$ cat src/rtl/cbez_pkg.sv
`default_nettype none
package cbez_pkg;

    localparam int FRAC_BITS    = 16;
    localparam int NEWTON_STEPS = 8;
    localparam int BISECT_STEPS = 18;

    localparam int QONE    = 1 << FRAC_BITS;
    localparam int TOL_RAW = (QONE + 500) / 1000;
    localparam int TOL     = (TOL_RAW > 0) ? TOL_RAW : 1;

    localparam int IN_W    = 18;
    localparam int OUT_W   = 19;
    localparam int CP_X_W  = 17;
    localparam int CP_Y_W  = 19;
    localparam int IDX_W   = 2;
    localparam int S_W     = FRAC_BITS + 1;
    localparam int COEF_W  = 24;
    localparam int ACC_W   = 28;
    localparam int DIV_W   = ACC_W + FRAC_BITS;
    localparam int NIT_W   = 5;
    localparam int BIT_W   = 6;
    localparam int CNT_W   = 6;

    localparam int OUT_MIN = -2 * QONE;
    localparam int OUT_MAX = 3 * QONE;

    typedef enum logic [IDX_W-1:0] {
        REG_CP1_X = 2'd0,
        REG_CP1_Y = 2'd1,
        REG_CP2_X = 2'd2,
        REG_CP2_Y = 2'd3
    } reg_idx_t;

    typedef struct packed {
        logic signed [COEF_W-1:0] c0x;
        logic signed [COEF_W-1:0] c1x;
        logic signed [COEF_W-1:0] c2x;
        logic signed [COEF_W-1:0] c0y;
        logic signed [COEF_W-1:0] c1y;
        logic signed [COEF_W-1:0] c2y;
    } coef_t;

    typedef enum logic [3:0] {
        S_IDLE,
        S_NX,
        S_NCHK,
        S_ND,
        S_NDCHK,
        S_NDIV,
        S_BX,
        S_BCHK,
        S_Y,
        S_DONE
    } state_t;

endpackage
`default_nettype wire

$ cat src/rtl/cubic_bezier_easing_solver.sv
// Cubic Bezier easing curve from (0,0) to (1,1), all values Q16 (signed, control-point x unsigned).
// Input channel: in_valid / in_stall with progress. A transaction is taken
// when in_valid is high and in_stall low; in_stall stays high while an item
// is being solved. Output channel: out_valid / out_stall with eased_value,
// held in an output register; the next input is taken while it waits.
// Config channel: cfg_valid / cfg_ready (always ready), cfg_index selects
// cp1_x, cp1_y, cp2_x, cp2_y; write only while the block is idle.
// Progress outside 0..1 is clamped to s = 0 or 1 and goes straight to y(s).
// Each Newton step evaluates x(s), then the slope, then divides on the
// 44-bit bit-serial divider. Each bisection step evaluates x(s) once, and
// the final y(s) follows. At most 8 Newton and 18 bisection steps are run;
// one item is in flight at a time.
// All polynomial arithmetic goes through one shared multiply-round-add unit; the divide has its own unit.
// Reset restores the linear curve and empties the output register.
// While out_stall is high the result holds and a finished item waits.
`default_nettype none
module cubic_bezier_easing_solver (
    input  wire logic                                 clk,
    input  wire logic                                 rst_n,
    input  wire logic                                 in_valid,
    output logic                                      in_stall,
    input  wire logic signed [cbez_pkg::IN_W-1:0]     progress,
    output logic                                      out_valid,
    input  wire logic                                 out_stall,
    output logic signed      [cbez_pkg::OUT_W-1:0]    eased_value,
    input  wire logic                                 cfg_valid,
    output logic                                      cfg_ready,
    input  wire logic        [cbez_pkg::IDX_W-1:0]    cfg_index,
    input  wire logic        [cbez_pkg::CP_Y_W-1:0]   cfg_data
);
    import cbez_pkg::*;

    state_t                   state_reg, state_next;
    logic [1:0]               ph_reg, ph_next;
    logic [S_W-1:0]           s_reg, s_next, t_reg, t_next;
    logic [S_W-1:0]           lo_reg, lo_next, hi_reg, hi_next;
    logic signed [ACC_W-1:0]  err_reg, err_next;
    logic                     neg_reg, neg_next;
    logic [NIT_W-1:0]         nit_reg, nit_next;
    logic [BIT_W-1:0]         bit_reg, bit_next;
    logic                     out_valid_reg, out_valid_next;
    logic signed [OUT_W-1:0]  out_reg, out_next;

    coef_t                    coef;
    logic                     mac_en;
    logic signed [ACC_W-1:0]  mac_a, mac_c, acc, c0, c1, c2, diff, dabs;
    logic                     div_start, div_done;
    logic [DIV_W-1:0]         div_num, div_quo;
    logic [ACC_W-1:0]         div_den;
    logic signed [DIV_W+1:0]  qs, snew;
    logic [S_W-1:0]           nlo, nhi, mid;
    logic                     ysel, hit;

    cbez_coef u_coef (
        .clk      (clk),
        .rst_n    (rst_n),
        .wr_en    (cfg_valid),
        .wr_index (cfg_index),
        .wr_data  (cfg_data),
        .coef     (coef)
    );

    cbez_mac u_mac (
        .clk (clk),
        .en  (mac_en),
        .a   (mac_a),
        .s   (s_reg),
        .c   (mac_c),
        .acc (acc)
    );

    cbez_div u_div (
        .clk   (clk),
        .rst_n (rst_n),
        .start (div_start),
        .num   (div_num),
        .den   (div_den),
        .done  (div_done),
        .quo   (div_quo)
    );

    assign cfg_ready   = 1'b1;
    assign in_stall    = (state_reg != S_IDLE);
    assign out_valid   = out_valid_reg;
    assign eased_value = out_reg;

    // operand select for the shared unit
    always_comb
    begin
        ysel   = (state_reg == S_Y);
        c0     = ACC_W'(ysel ? coef.c0y : coef.c0x);
        c1     = ACC_W'(ysel ? coef.c1y : coef.c1x);
        c2     = ACC_W'(ysel ? coef.c2y : coef.c2x);
        mac_en = (state_reg == S_NX) || (state_reg == S_ND) ||
                 (state_reg == S_BX) || (state_reg == S_Y);
        mac_a  = acc;
        mac_c  = '0;
        if (state_reg == S_ND)
        begin
            if (ph_reg == 2'd0)
            begin
                mac_a = ACC_W'(3 * c0);
                mac_c = ACC_W'(2 * c1);
            end
            else
                mac_c = c2;
        end
        else
        begin
            case (ph_reg)
                2'd0:
                begin
                    mac_a = c0;
                    mac_c = c1;
                end
                2'd1:    mac_c = c2;
                default: mac_c = '0;
            endcase
        end
    end

    always_comb
    begin
        diff    = acc - ACC_W'($signed({1'b0, t_reg}));
        dabs    = diff[ACC_W-1] ? -diff : diff;
        hit     = (dabs < ACC_W'(TOL));
        div_num = DIV_W'(err_reg[ACC_W-1] ? -err_reg : err_reg) << FRAC_BITS;
        div_den = acc[ACC_W-1] ? ACC_W'(-acc) : ACC_W'(acc);
        qs      = (DIV_W+2)'($signed({1'b0, div_quo}));
        snew    = (DIV_W+2)'($signed({1'b0, s_reg})) - (neg_reg ? -qs : qs);
        nlo     = diff[ACC_W-1] ? s_reg : lo_reg;
        nhi     = diff[ACC_W-1] ? hi_reg : s_reg;
        mid     = nlo + ((nhi - nlo) >> 1);
    end

    always_comb
    begin
        state_next     = state_reg;
        ph_next        = ph_reg;
        s_next         = s_reg;
        t_next         = t_reg;
        lo_next        = lo_reg;
        hi_next        = hi_reg;
        err_next       = err_reg;
        neg_next       = neg_reg;
        nit_next       = nit_reg;
        bit_next       = bit_reg;
        div_start      = 1'b0;
        out_valid_next = out_valid_reg && out_stall;
        out_next       = out_reg;

        unique case (state_reg)
            S_IDLE:
            begin
                if (in_valid)
                begin
                    t_next   = S_W'($unsigned(progress));
                    lo_next  = '0;
                    hi_next  = S_W'(QONE);
                    nit_next = '0;
                    bit_next = '0;
                    ph_next  = '0;
                    if (progress[IN_W-1])
                    begin
                        s_next     = '0;
                        state_next = S_Y;
                    end
                    else if (progress > IN_W'(QONE))
                    begin
                        s_next     = S_W'(QONE);
                        state_next = S_Y;
                    end
                    else
                    begin
                        s_next     = S_W'($unsigned(progress));
                        state_next = (NEWTON_STEPS == 0) ? S_BX : S_NX;
                    end
                end
            end
            S_NX:
            begin
                ph_next = ph_reg + 2'd1;
                if (ph_reg == 2'd2)
                begin
                    ph_next    = '0;
                    state_next = S_NCHK;
                end
            end
            S_NCHK:
            begin
                err_next   = diff;
                state_next = hit ? S_Y : S_ND;
            end
            S_ND:
            begin
                ph_next = ph_reg + 2'd1;
                if (ph_reg == 2'd1)
                begin
                    ph_next    = '0;
                    state_next = S_NDCHK;
                end
            end
            S_NDCHK:
            begin
                if (acc == '0)
                    state_next = S_BX;
                else
                begin
                    neg_next   = err_reg[ACC_W-1] ^ acc[ACC_W-1];
                    div_start  = 1'b1;
                    state_next = S_NDIV;
                end
            end
            S_NDIV:
            begin
                if (div_done)
                begin
                    if (snew[DIV_W+1])
                        s_next = '0;
                    else if (snew > (DIV_W+2)'(QONE))
                        s_next = S_W'(QONE);
                    else
                        s_next = S_W'(snew);
                    nit_next   = nit_reg + 1'b1;
                    state_next = (nit_reg == NIT_W'(NEWTON_STEPS - 1)) ? S_BX : S_NX;
                end
            end
            S_BX:
            begin
                ph_next = ph_reg + 2'd1;
                if (ph_reg == 2'd2)
                begin
                    ph_next    = '0;
                    state_next = S_BCHK;
                end
            end
            S_BCHK:
            begin
                if (hit)
                    state_next = S_Y;
                else
                begin
                    lo_next  = nlo;
                    hi_next  = nhi;
                    s_next   = mid;
                    bit_next = bit_reg + 1'b1;
                    if ((bit_reg == BIT_W'(BISECT_STEPS - 1)) || !(nlo < nhi))
                        state_next = S_Y;
                    else
                        state_next = S_BX;
                end
            end
            S_Y:
            begin
                ph_next = ph_reg + 2'd1;
                if (ph_reg == 2'd2)
                begin
                    ph_next    = '0;
                    state_next = S_DONE;
                end
            end
            S_DONE:
            begin
                if (!out_valid_reg || !out_stall)
                begin
                    out_valid_next = 1'b1;
                    if (acc < ACC_W'(OUT_MIN))
                        out_next = OUT_W'(OUT_MIN);
                    else if (acc > ACC_W'(OUT_MAX))
                        out_next = OUT_W'(OUT_MAX);
                    else
                        out_next = OUT_W'(acc);
                    state_next = S_IDLE;
                end
            end
            default: state_next = S_IDLE;
        endcase
    end

    always_ff @(posedge clk or negedge rst_n)
    begin
        if (!rst_n)
        begin
            state_reg     <= S_IDLE;
            ph_reg        <= '0;
            nit_reg       <= '0;
            bit_reg       <= '0;
            out_valid_reg <= 1'b0;
        end
        else
        begin
            state_reg     <= state_next;
            ph_reg        <= ph_next;
            nit_reg       <= nit_next;
            bit_reg       <= bit_next;
            out_valid_reg <= out_valid_next;
        end
    end

    always_ff @(posedge clk)
    begin
        s_reg   <= s_next;
        t_reg   <= t_next;
        lo_reg  <= lo_next;
        hi_reg  <= hi_next;
        err_reg <= err_next;
        neg_reg <= neg_next;
        out_reg <= out_next;
    end

endmodule
`default_nettype wire

$ cat src/rtl/cbez_coef.sv
`default_nettype none
module cbez_coef (
    input  wire logic                          clk,
    input  wire logic                          rst_n,
    input  wire logic                          wr_en,
    input  wire logic [cbez_pkg::IDX_W-1:0]    wr_index,
    input  wire logic [cbez_pkg::CP_Y_W-1:0]   wr_data,
    output cbez_pkg::coef_t                    coef
);
    import cbez_pkg::*;

    logic        [CP_X_W-1:0] cp1x_reg, cp2x_reg, wx;
    logic signed [CP_Y_W-1:0] cp1y_reg, cp2y_reg;
    logic signed [COEF_W-1:0] ax, bx, ay, by;

    always_comb
    begin
        wx = wr_data[CP_X_W-1:0];
        if (wx > CP_X_W'(QONE))
            wx = CP_X_W'(QONE);
    end

    always_ff @(posedge clk or negedge rst_n)
    begin
        if (!rst_n)
        begin
            cp1x_reg <= '0;
            cp1y_reg <= '0;
            cp2x_reg <= CP_X_W'(QONE);
            cp2y_reg <= CP_Y_W'(QONE);
        end
        else if (wr_en)
        begin
            unique case (reg_idx_t'(wr_index))
                REG_CP1_X: cp1x_reg <= wx;
                REG_CP1_Y: cp1y_reg <= $signed(wr_data);
                REG_CP2_X: cp2x_reg <= wx;
                REG_CP2_Y: cp2y_reg <= $signed(wr_data);
                default:   cp1x_reg <= cp1x_reg;
            endcase
        end
    end

    always_comb
    begin
        ax = COEF_W'($signed({1'b0, cp1x_reg}));
        bx = COEF_W'($signed({1'b0, cp2x_reg}));
        ay = COEF_W'(cp1y_reg);
        by = COEF_W'(cp2y_reg);
        coef.c2x = COEF_W'(3 * ax);
        coef.c1x = COEF_W'(3 * bx - 6 * ax);
        coef.c0x = COEF_W'(QONE - 3 * bx + 3 * ax);
        coef.c2y = COEF_W'(3 * ay);
        coef.c1y = COEF_W'(3 * by - 6 * ay);
        coef.c0y = COEF_W'(QONE - 3 * by + 3 * ay);
    end

endmodule
`default_nettype wire

$ cat src/rtl/cbez_mac.sv
`default_nettype none
module cbez_mac (
    input  wire logic                               clk,
    input  wire logic                               en,
    input  wire logic signed [cbez_pkg::ACC_W-1:0]  a,
    input  wire logic        [cbez_pkg::S_W-1:0]    s,
    input  wire logic signed [cbez_pkg::ACC_W-1:0]  c,
    output logic signed      [cbez_pkg::ACC_W-1:0]  acc
);
    import cbez_pkg::*;

    localparam int P_W = ACC_W + S_W + 1;

    logic signed [P_W-1:0]   prod, rs;
    logic        [P_W-1:0]   mag, rnd;
    logic signed [ACC_W-1:0] acc_reg, acc_next;

    // a*s/2^F rounded to nearest, ties away from zero, plus c
    always_comb
    begin
        prod     = P_W'(a) * $signed({1'b0, s});
        mag      = prod[P_W-1] ? P_W'(-prod) : P_W'(prod);
        rnd      = (mag + P_W'(QONE / 2)) >> FRAC_BITS;
        rs       = prod[P_W-1] ? -$signed(rnd) : $signed(rnd);
        acc_next = ACC_W'(rs) + c;
    end

    always_ff @(posedge clk)
    begin
        if (en)
            acc_reg <= acc_next;
    end

    assign acc = acc_reg;

endmodule
`default_nettype wire

$ cat src/rtl/cbez_div.sv
`default_nettype none
module cbez_div (
    input  wire logic                         clk,
    input  wire logic                         rst_n,
    input  wire logic                         start,
    input  wire logic [cbez_pkg::DIV_W-1:0]   num,
    input  wire logic [cbez_pkg::ACC_W-1:0]   den,
    output logic                              done,
    output logic      [cbez_pkg::DIV_W-1:0]   quo
);
    import cbez_pkg::*;

    logic [ACC_W-1:0] rem_reg, rem_next, den_reg;
    logic [DIV_W-1:0] quo_reg, quo_next;
    logic [CNT_W-1:0] cnt_reg;
    logic             active_reg, done_reg;
    logic [ACC_W:0]   trial;
    logic             qbit;

    // restoring divide, one quotient bit per cycle
    always_comb
    begin
        trial    = {rem_reg, quo_reg[DIV_W-1]};
        qbit     = (trial >= {1'b0, den_reg});
        rem_next = qbit ? ACC_W'(trial - {1'b0, den_reg}) : trial[ACC_W-1:0];
        quo_next = {quo_reg[DIV_W-2:0], qbit};
    end

    always_ff @(posedge clk or negedge rst_n)
    begin
        if (!rst_n)
        begin
            active_reg <= 1'b0;
            done_reg   <= 1'b0;
            cnt_reg    <= '0;
        end
        else
        begin
            done_reg <= 1'b0;
            if (start)
            begin
                active_reg <= 1'b1;
                cnt_reg    <= CNT_W'(DIV_W);
            end
            else if (active_reg)
            begin
                cnt_reg <= cnt_reg - 1'b1;
                if (cnt_reg == CNT_W'(1))
                begin
                    active_reg <= 1'b0;
                    done_reg   <= 1'b1;
                end
            end
        end
    end

    always_ff @(posedge clk)
    begin
        if (start)
        begin
            rem_reg <= '0;
            quo_reg <= num;
            den_reg <= den;
        end
        else if (active_reg)
        begin
            rem_reg <= rem_next;
            quo_reg <= quo_next;
        end
    end

    assign done = done_reg;
    assign quo  = quo_reg;

endmodule
`default_nettype wire

$ cat config.mk
export PLATFORM = sky130hd
export DESIGN_NAME = cubic_bezier_easing_solver
export DESIGN_NICKNAME = d
export VERILOG_FILES = /design/src/rtl/cbez_pkg.sv /design/src/rtl/cubic_bezier_easing_solver.sv /design/src/rtl/cbez_coef.sv /design/src/rtl/cbez_mac.sv /design/src/rtl/cbez_div.sv
export SDC_FILE = /design/constraint.sdc
export NUM_CORES = 2
export LEC_CHECK = 0
export ABC_AREA = 1
export BUFFER_PORTS_ARGS = -buffer_cell sky130_fd_sc_hd__buf_2
export CAP_MARGIN = 20
export CORE_MARGIN = 3
export CORE_UTILIZATION = 55
export CTS_CLUSTER_SIZE = 8
export DETAILED_ROUTE_END_ITERATION = 10
export GPL_ROUTABILITY_DRIVEN = 0
export PLACE_DENSITY = 0.81
export SYNTH_ARGS = -nofsm -noshare
export SYNTH_HDL_FRONTEND = slang
export SYNTH_HIERARCHICAL = 1
export SYNTH_SLANG_ARGS = --single-unit
$ cat constraint.sdc
create_clock -name clk -period 35.2 [get_ports clk]
set_clock_uncertainty 0.05 [all_clocks]
set_input_delay 7.04 -clock clk [delete_from_list [all_inputs] [get_ports clk]]
set_output_delay 7.04 -clock clk [all_outputs]
set_load 0.03 [all_outputs]
== After elaboration in Yosys (flattened, before gate mapping) ==
Index checks and enable logic that the tools add are counted.

* Order comparisons: 8
* Reductions and logical operators: 33
* Multipliers: 8
* Bitwise operators: 2
* Eq/ne operators: 25
* Muxes and demuxes: 73
* Shift-type cells: 0
* Div/mod/pow operators: 0
* $add $sub $neg: 23

{| class="wikitable"
|+ Operator list
! operator !! number
|-
| $mux 28 || 12
|-
| $mux 17 || 14
|-
| $mux 44 || 3
|-
| $neg 28->28 || 4
|-
| $pmux 17 s2 || 2
|-
| $mul 3x19->22 const A || 3
|-
| $mul 2x17->19 const A || 3
|-
| $pmux 28 s2 || 1
|-
| $pmux 17 s3 || 1
|-
| $add 24x24->24 || 2
|-
| $mux 4 || 12
|-
| $sub 18x24->24 const A || 2
|-
| $sub 24x24->24 || 2
|-
| $gt 46x18->1 const B || 1
|-
| $mul 28x18->46 || 1
|-
| $mux 46 || 1
|-
| $neg 44->46 || 1
|-
| $sub 18x46->46 || 1
|-
| $add 44x16->44 const B || 1
|-
| $neg 44->44 || 1
|-
| $pmux 4 s10 || 1
|-
| $ge 29x28->1 || 1
|-
| $add 28x28->28 || 1
|-
| $gt 28x19->1 const B || 1
|-
| other kinds (52) || 100
|}

* Output and inout bits: 22
* Flip-flop bits (word level): 342
* Memories kept: 0
* Input port bits: 44
* Bits in writable memories: 0
* Bits in latches: 0
* Bits in read-only memories: 0
* Word-level logic and storage cells: 198

== Depth between registers and ports, before layout ==
* Word-level depth: 14
* Gate-level depth with buffers: 100

== Cells and area by module ==
The synthesis kept the hierarchy.

{| class="wikitable"
|+ By module, submodules not included
! module !! seq. area each (um2) !! instances !! cells each !! area each (um2)
|-
| cbez_mac || 840.8 || 1 || 3663 || 24641.1
|-
| cubic_bezier_easing_solver || 3933.8 || 1 || 3006 || 18267.5
|-
| cbez_coef || 1804.2 || 1 || 1809 || 12009.0
|-
| cbez_div || 2922.8 || 1 || 909 || 6578.8
|}

== Worst setup path before layout ==
Ideal clock, no wire load.

* Path kind: register to register
* From: register u_coef.cp2y_reg[1]
* To: register u_mac.acc_reg[25], in the netlist u_mac/acc[25] (data pin)
* Required time: 34.885 ns
* Arrival: 14.686 ns
* Cell stages (with the launch flop): 83
* Setup time: 0.265 ns
* Path buffers: 3
* Path slack: 20.199 ns
* Path through: dfrtp_1 > ha_1 > ha_1 > inv_1 > fa_1 > o211ai_1 > a31oi_1 > o21ai_0 > xor2_1 > inv_1 > ha_1 > ha_1 > a21oi_1 > inv_1 > a21oi_1 > inv_1 > a21oi_1 > xnor2_1 > (+47 left out) > inv_1 > a31oi_1 > o21ai_0 > nand3_1 > nand2_1 > nand2_1 > nand2_1 > a21oi_1 > o21ai_0 > nand2_1 > nand2_1 > a31oi_1 > inv_1 > a21oi_1 > inv_1 > a21oi_1 > o21ai_0 > xor2_1

{| class="wikitable"
|+ RTL lines
! item !! line !! source
|-
| start, declared || cbez_coef.sv:13 || <nowiki>logic signed [CP_Y_W-1:0] cp1y_reg, cp2y_reg;</nowiki>
|-
| start signal, assigned || cbez_coef.sv:30 || <nowiki>cp2y_reg <= CP_Y_W'(QONE);</nowiki>
|-
| start signal, assigned || cbez_coef.sv:38 || <nowiki>REG_CP2_Y: cp2y_reg <= $signed(wr_data);</nowiki>
|-
| end signal, assigned || cbez_mac.sv:31 || <nowiki>acc_reg <= acc_next;</nowiki>
|-
| end, declared || cbez_mac.sv:16 || <nowiki>logic signed [ACC_W-1:0] acc_reg, acc_next;</nowiki>
|}

==> summary.txt <==
Synth cell types - 76
PortBufs - 64
Sequential share of the synthesized area - 15.5%
Fin crit share - 48.9%
Worst-case clock buffer depth - 3
Normalized max-slew margin - 19.6%
Row cnt - 122
Routed WL per cell - 16.7 µm
Final HPWL DP - 148 mm
Highest routed layer - met5
Via density - 5.57
DR vias - 60625
DR iter-0 viols - 6711
Syn_area_per_cell - 6.55 µm²
RSZ-0062 raised after global routing - no
Root Buffer - clkbuf_16
Crit path time final - 17220 ps
Worst Path Required - 35520 ps
Crit path top cell by count - inv_1
Largest register FFs - 44
Hold WC Path Type - flop to flop
CTS Buf Count - 49
Top cells by count, synth - nand2_1, inv_1, nor2_1, nand3_1, ha_1
Post-synth top flop - edfxtp_1
Met2 wire length - 80.5 mm
Critical Path AT - 17540 ps
FF+latch count, synth - 342
Die height - 340 µm
Antenna violations before repair - 2
Antenna Nets Post-Route - 0
Crit path max fanout - 69
Crit-path slowest cell - fa_1
GRT overflow - 0
Hold_ws - 424 ps
CTS sink count - 342
Endpoints failing setup - 0
Worst skew pair latency - 640 ps
Mapped Cells - 9387
Synth Warn # - 6
Die X - 340 µm
Hold wc startpoint - u_div/rem_reg[27]
Starting Density - 55.5%
Largest net degree at the start of global routing - 76
Capturing point of the worst reg2reg path - u_mac/acc[25]
Critical path's top delay family - adder cells
Slew @ Worst Pin - 1190 ps
Number of global-route vias before repair - 58719
CP endpoint kind - flop
Met3 wire len - 19.8 mm
Leak Pwr - 36.4 nW
Fillers - 10237
Buffer and inverter count on the worst path - 14
WL met1 - 72.0 mm
Nets - 10374
Total negative setup slack - 0 ps
Worst vdd ir - 0.000106 V
Core box area - 111000 µm²
WP depth - 79
H-tree levels - 2
Largest cells by area after synthesis - nand2_1, fa_1, inv_1, edfxtp_1, ha_1
Pwr/cell area - 42.6 nW/µm²
Tot GR Track Use - 31.0%
Die ar. - 116000 µm²
Ys async rst share - 28.7%
TritonCTS clock tree - built
CP max stage delay - 930 ps
Max Cap Viol - 0
I/O pin count - 66
Top cell type by total area after synthesis - nand2_1
Worst Setup SP - u_coef/cp2y_reg[2]
Crit path to - u_mac/acc[25]
Post-CTS setup buffer count - 0
CTS clk-pin slew, worst paths - 60 ps
Layout cells sized above 1 - 5.82%
Reg-to-reg setup timing slack - 17980 ps
Count leader, synth - nand2_1
DRC violations left - 0
Final Max Tran Viols - 0
Critical path launch point type - flop
Fin area - 64800 µm²
Path depth of the worst reg2reg path - 79
Pre-Repair DR Iteration Count - 8
Post-CTS sizing - 0
Placed cell area - 63300 µm²
EDFF count, synth - 216
Worst setup margin - 17980 ps
Status - completed
Global-route wire length before repair - 294 mm
CP Class - flop to flop
Area Overhead vs Synth - 5.35%
Synth top area share - 17.2%
DP Worst Slack - 18350 ps
Hold_buf cts - 0
Drt total wl - 182 mm
Final hold vios - 0
Fmax - 0.0581 GHz
Post-synthesis cell area - 61500 µm²
Reg2reg start - u_coef/cp2y_reg[2]
cell families (layout without fill, tap and decap cells):
family	Yosys count	after routing	synth area share, %
and+or+nand+nor	4639	4639	32.2
buffers and inverters	2250	2242	14.0
adders and majority gates	972	972	25.6
AOI/OAI and AO/OA	846	846	7.87
DFF	342	342	15.5
xor gates and xnor gates	326	326	4.67
muxes	9	9	0.146
other	3	25	0.0183
where the power goes:
part,internal [mW],switching [mW]
sequential,0.436,0.0134
combinational,0.673,1.18
clock,0.264,0.189
total,1.37,1.39
per-stage QoR:
step / util, % / cells / power [mW]
after floorplan: - / 9406 / 1.83
after global placement: 57.1 / 10792 / 2.18
after detailed placement: 57.1 / 10793 / 2.22
after CTS: 58.4 / 10884 / 2.70
after global routing: 58.5 / 10886 / 2.98
final: 58.5 / 10889 / 2.76
how the worst min path moves through the flow:
stage	to	cells past startpoint
after global routing	u_div/rem_reg[27]	2
after CTS	u_div/rem_reg[27]	2
after global placement	u_div/rem_reg[27]	2
after floorplan	u_div/rem_reg[27]	2
after detailed placement	u_div/rem_reg[24]	2
final	u_div/rem_reg[27]	2
layer usage:
metal  track usage, %  up-vias
met5                0        -
met4             14.7        4
met3             7.31      684
met2             49.5     3115
met1             39.7    27970
li1                 -    28852
tightest hold or removal path, stage by stage, from the launching register on:
cell and delay [ps]:
dfxtp_1 320, nand2_1 70, nand2_1 50
cell type report:
type | instances | area [µm²] | share of cell area (%)
Multi-Input combinational cell | 6814 | 43500 | 67.2
Sequential cell | 342 | 9500 | 14.7
Inverter | 2016 | 7570 | 11.7
Tap cell | 1488 | 1860 | 2.87
Clock buffer | 87 | 1380 | 2.13
Timing Repair Buffer | 135 | 891 | 1.38
Clock inverter | 4 | 50.0 | 0.0772
Antenna cell | 3 | 7.51 | 0.0116
placed cells by master (no fill, tap or decap), types with 21 or more instances in the layout:
| cell type | netlist | layout |
|---|---|---|
| a21oi_1 | 311 | 308 |
| buf_2 | 13 | 63 |
| buf_4 | 22 | 69 |
| clkbuf_1 | 156 | 37 |
| clkbuf_16 | 0 | 49 |
| conb_1 | 3 | 22 |
| dfrtp_1 | 96 | 96 |
| dfxtp_1 | 28 | 28 |
| edfxtp_1 | 216 | 216 |
| fa_1 | 476 | 476 |
| ha_1 | 496 | 496 |
| inv_1 | 1956 | 1955 |
| inv_2 | 51 | 52 |
| nand2_1 | 2818 | 2818 |
| nand2_2 | 92 | 92 |
| nand3_1 | 516 | 516 |
| nand3_2 | 38 | 38 |
| nand3b_1 | 23 | 23 |
| nand4_1 | 150 | 150 |
| nor2_1 | 734 | 729 |
| nor2_2 | 72 | 76 |
| nor2_4 | 24 | 25 |
| nor3_1 | 89 | 88 |
| nor4_1 | 21 | 21 |
| o21ai_0 | 275 | 268 |
| o21ai_1 | 51 | 58 |
| xnor2_1 | 91 | 91 |
| xor2_1 | 233 | 233 |
(Power assumes the default switching activity.)
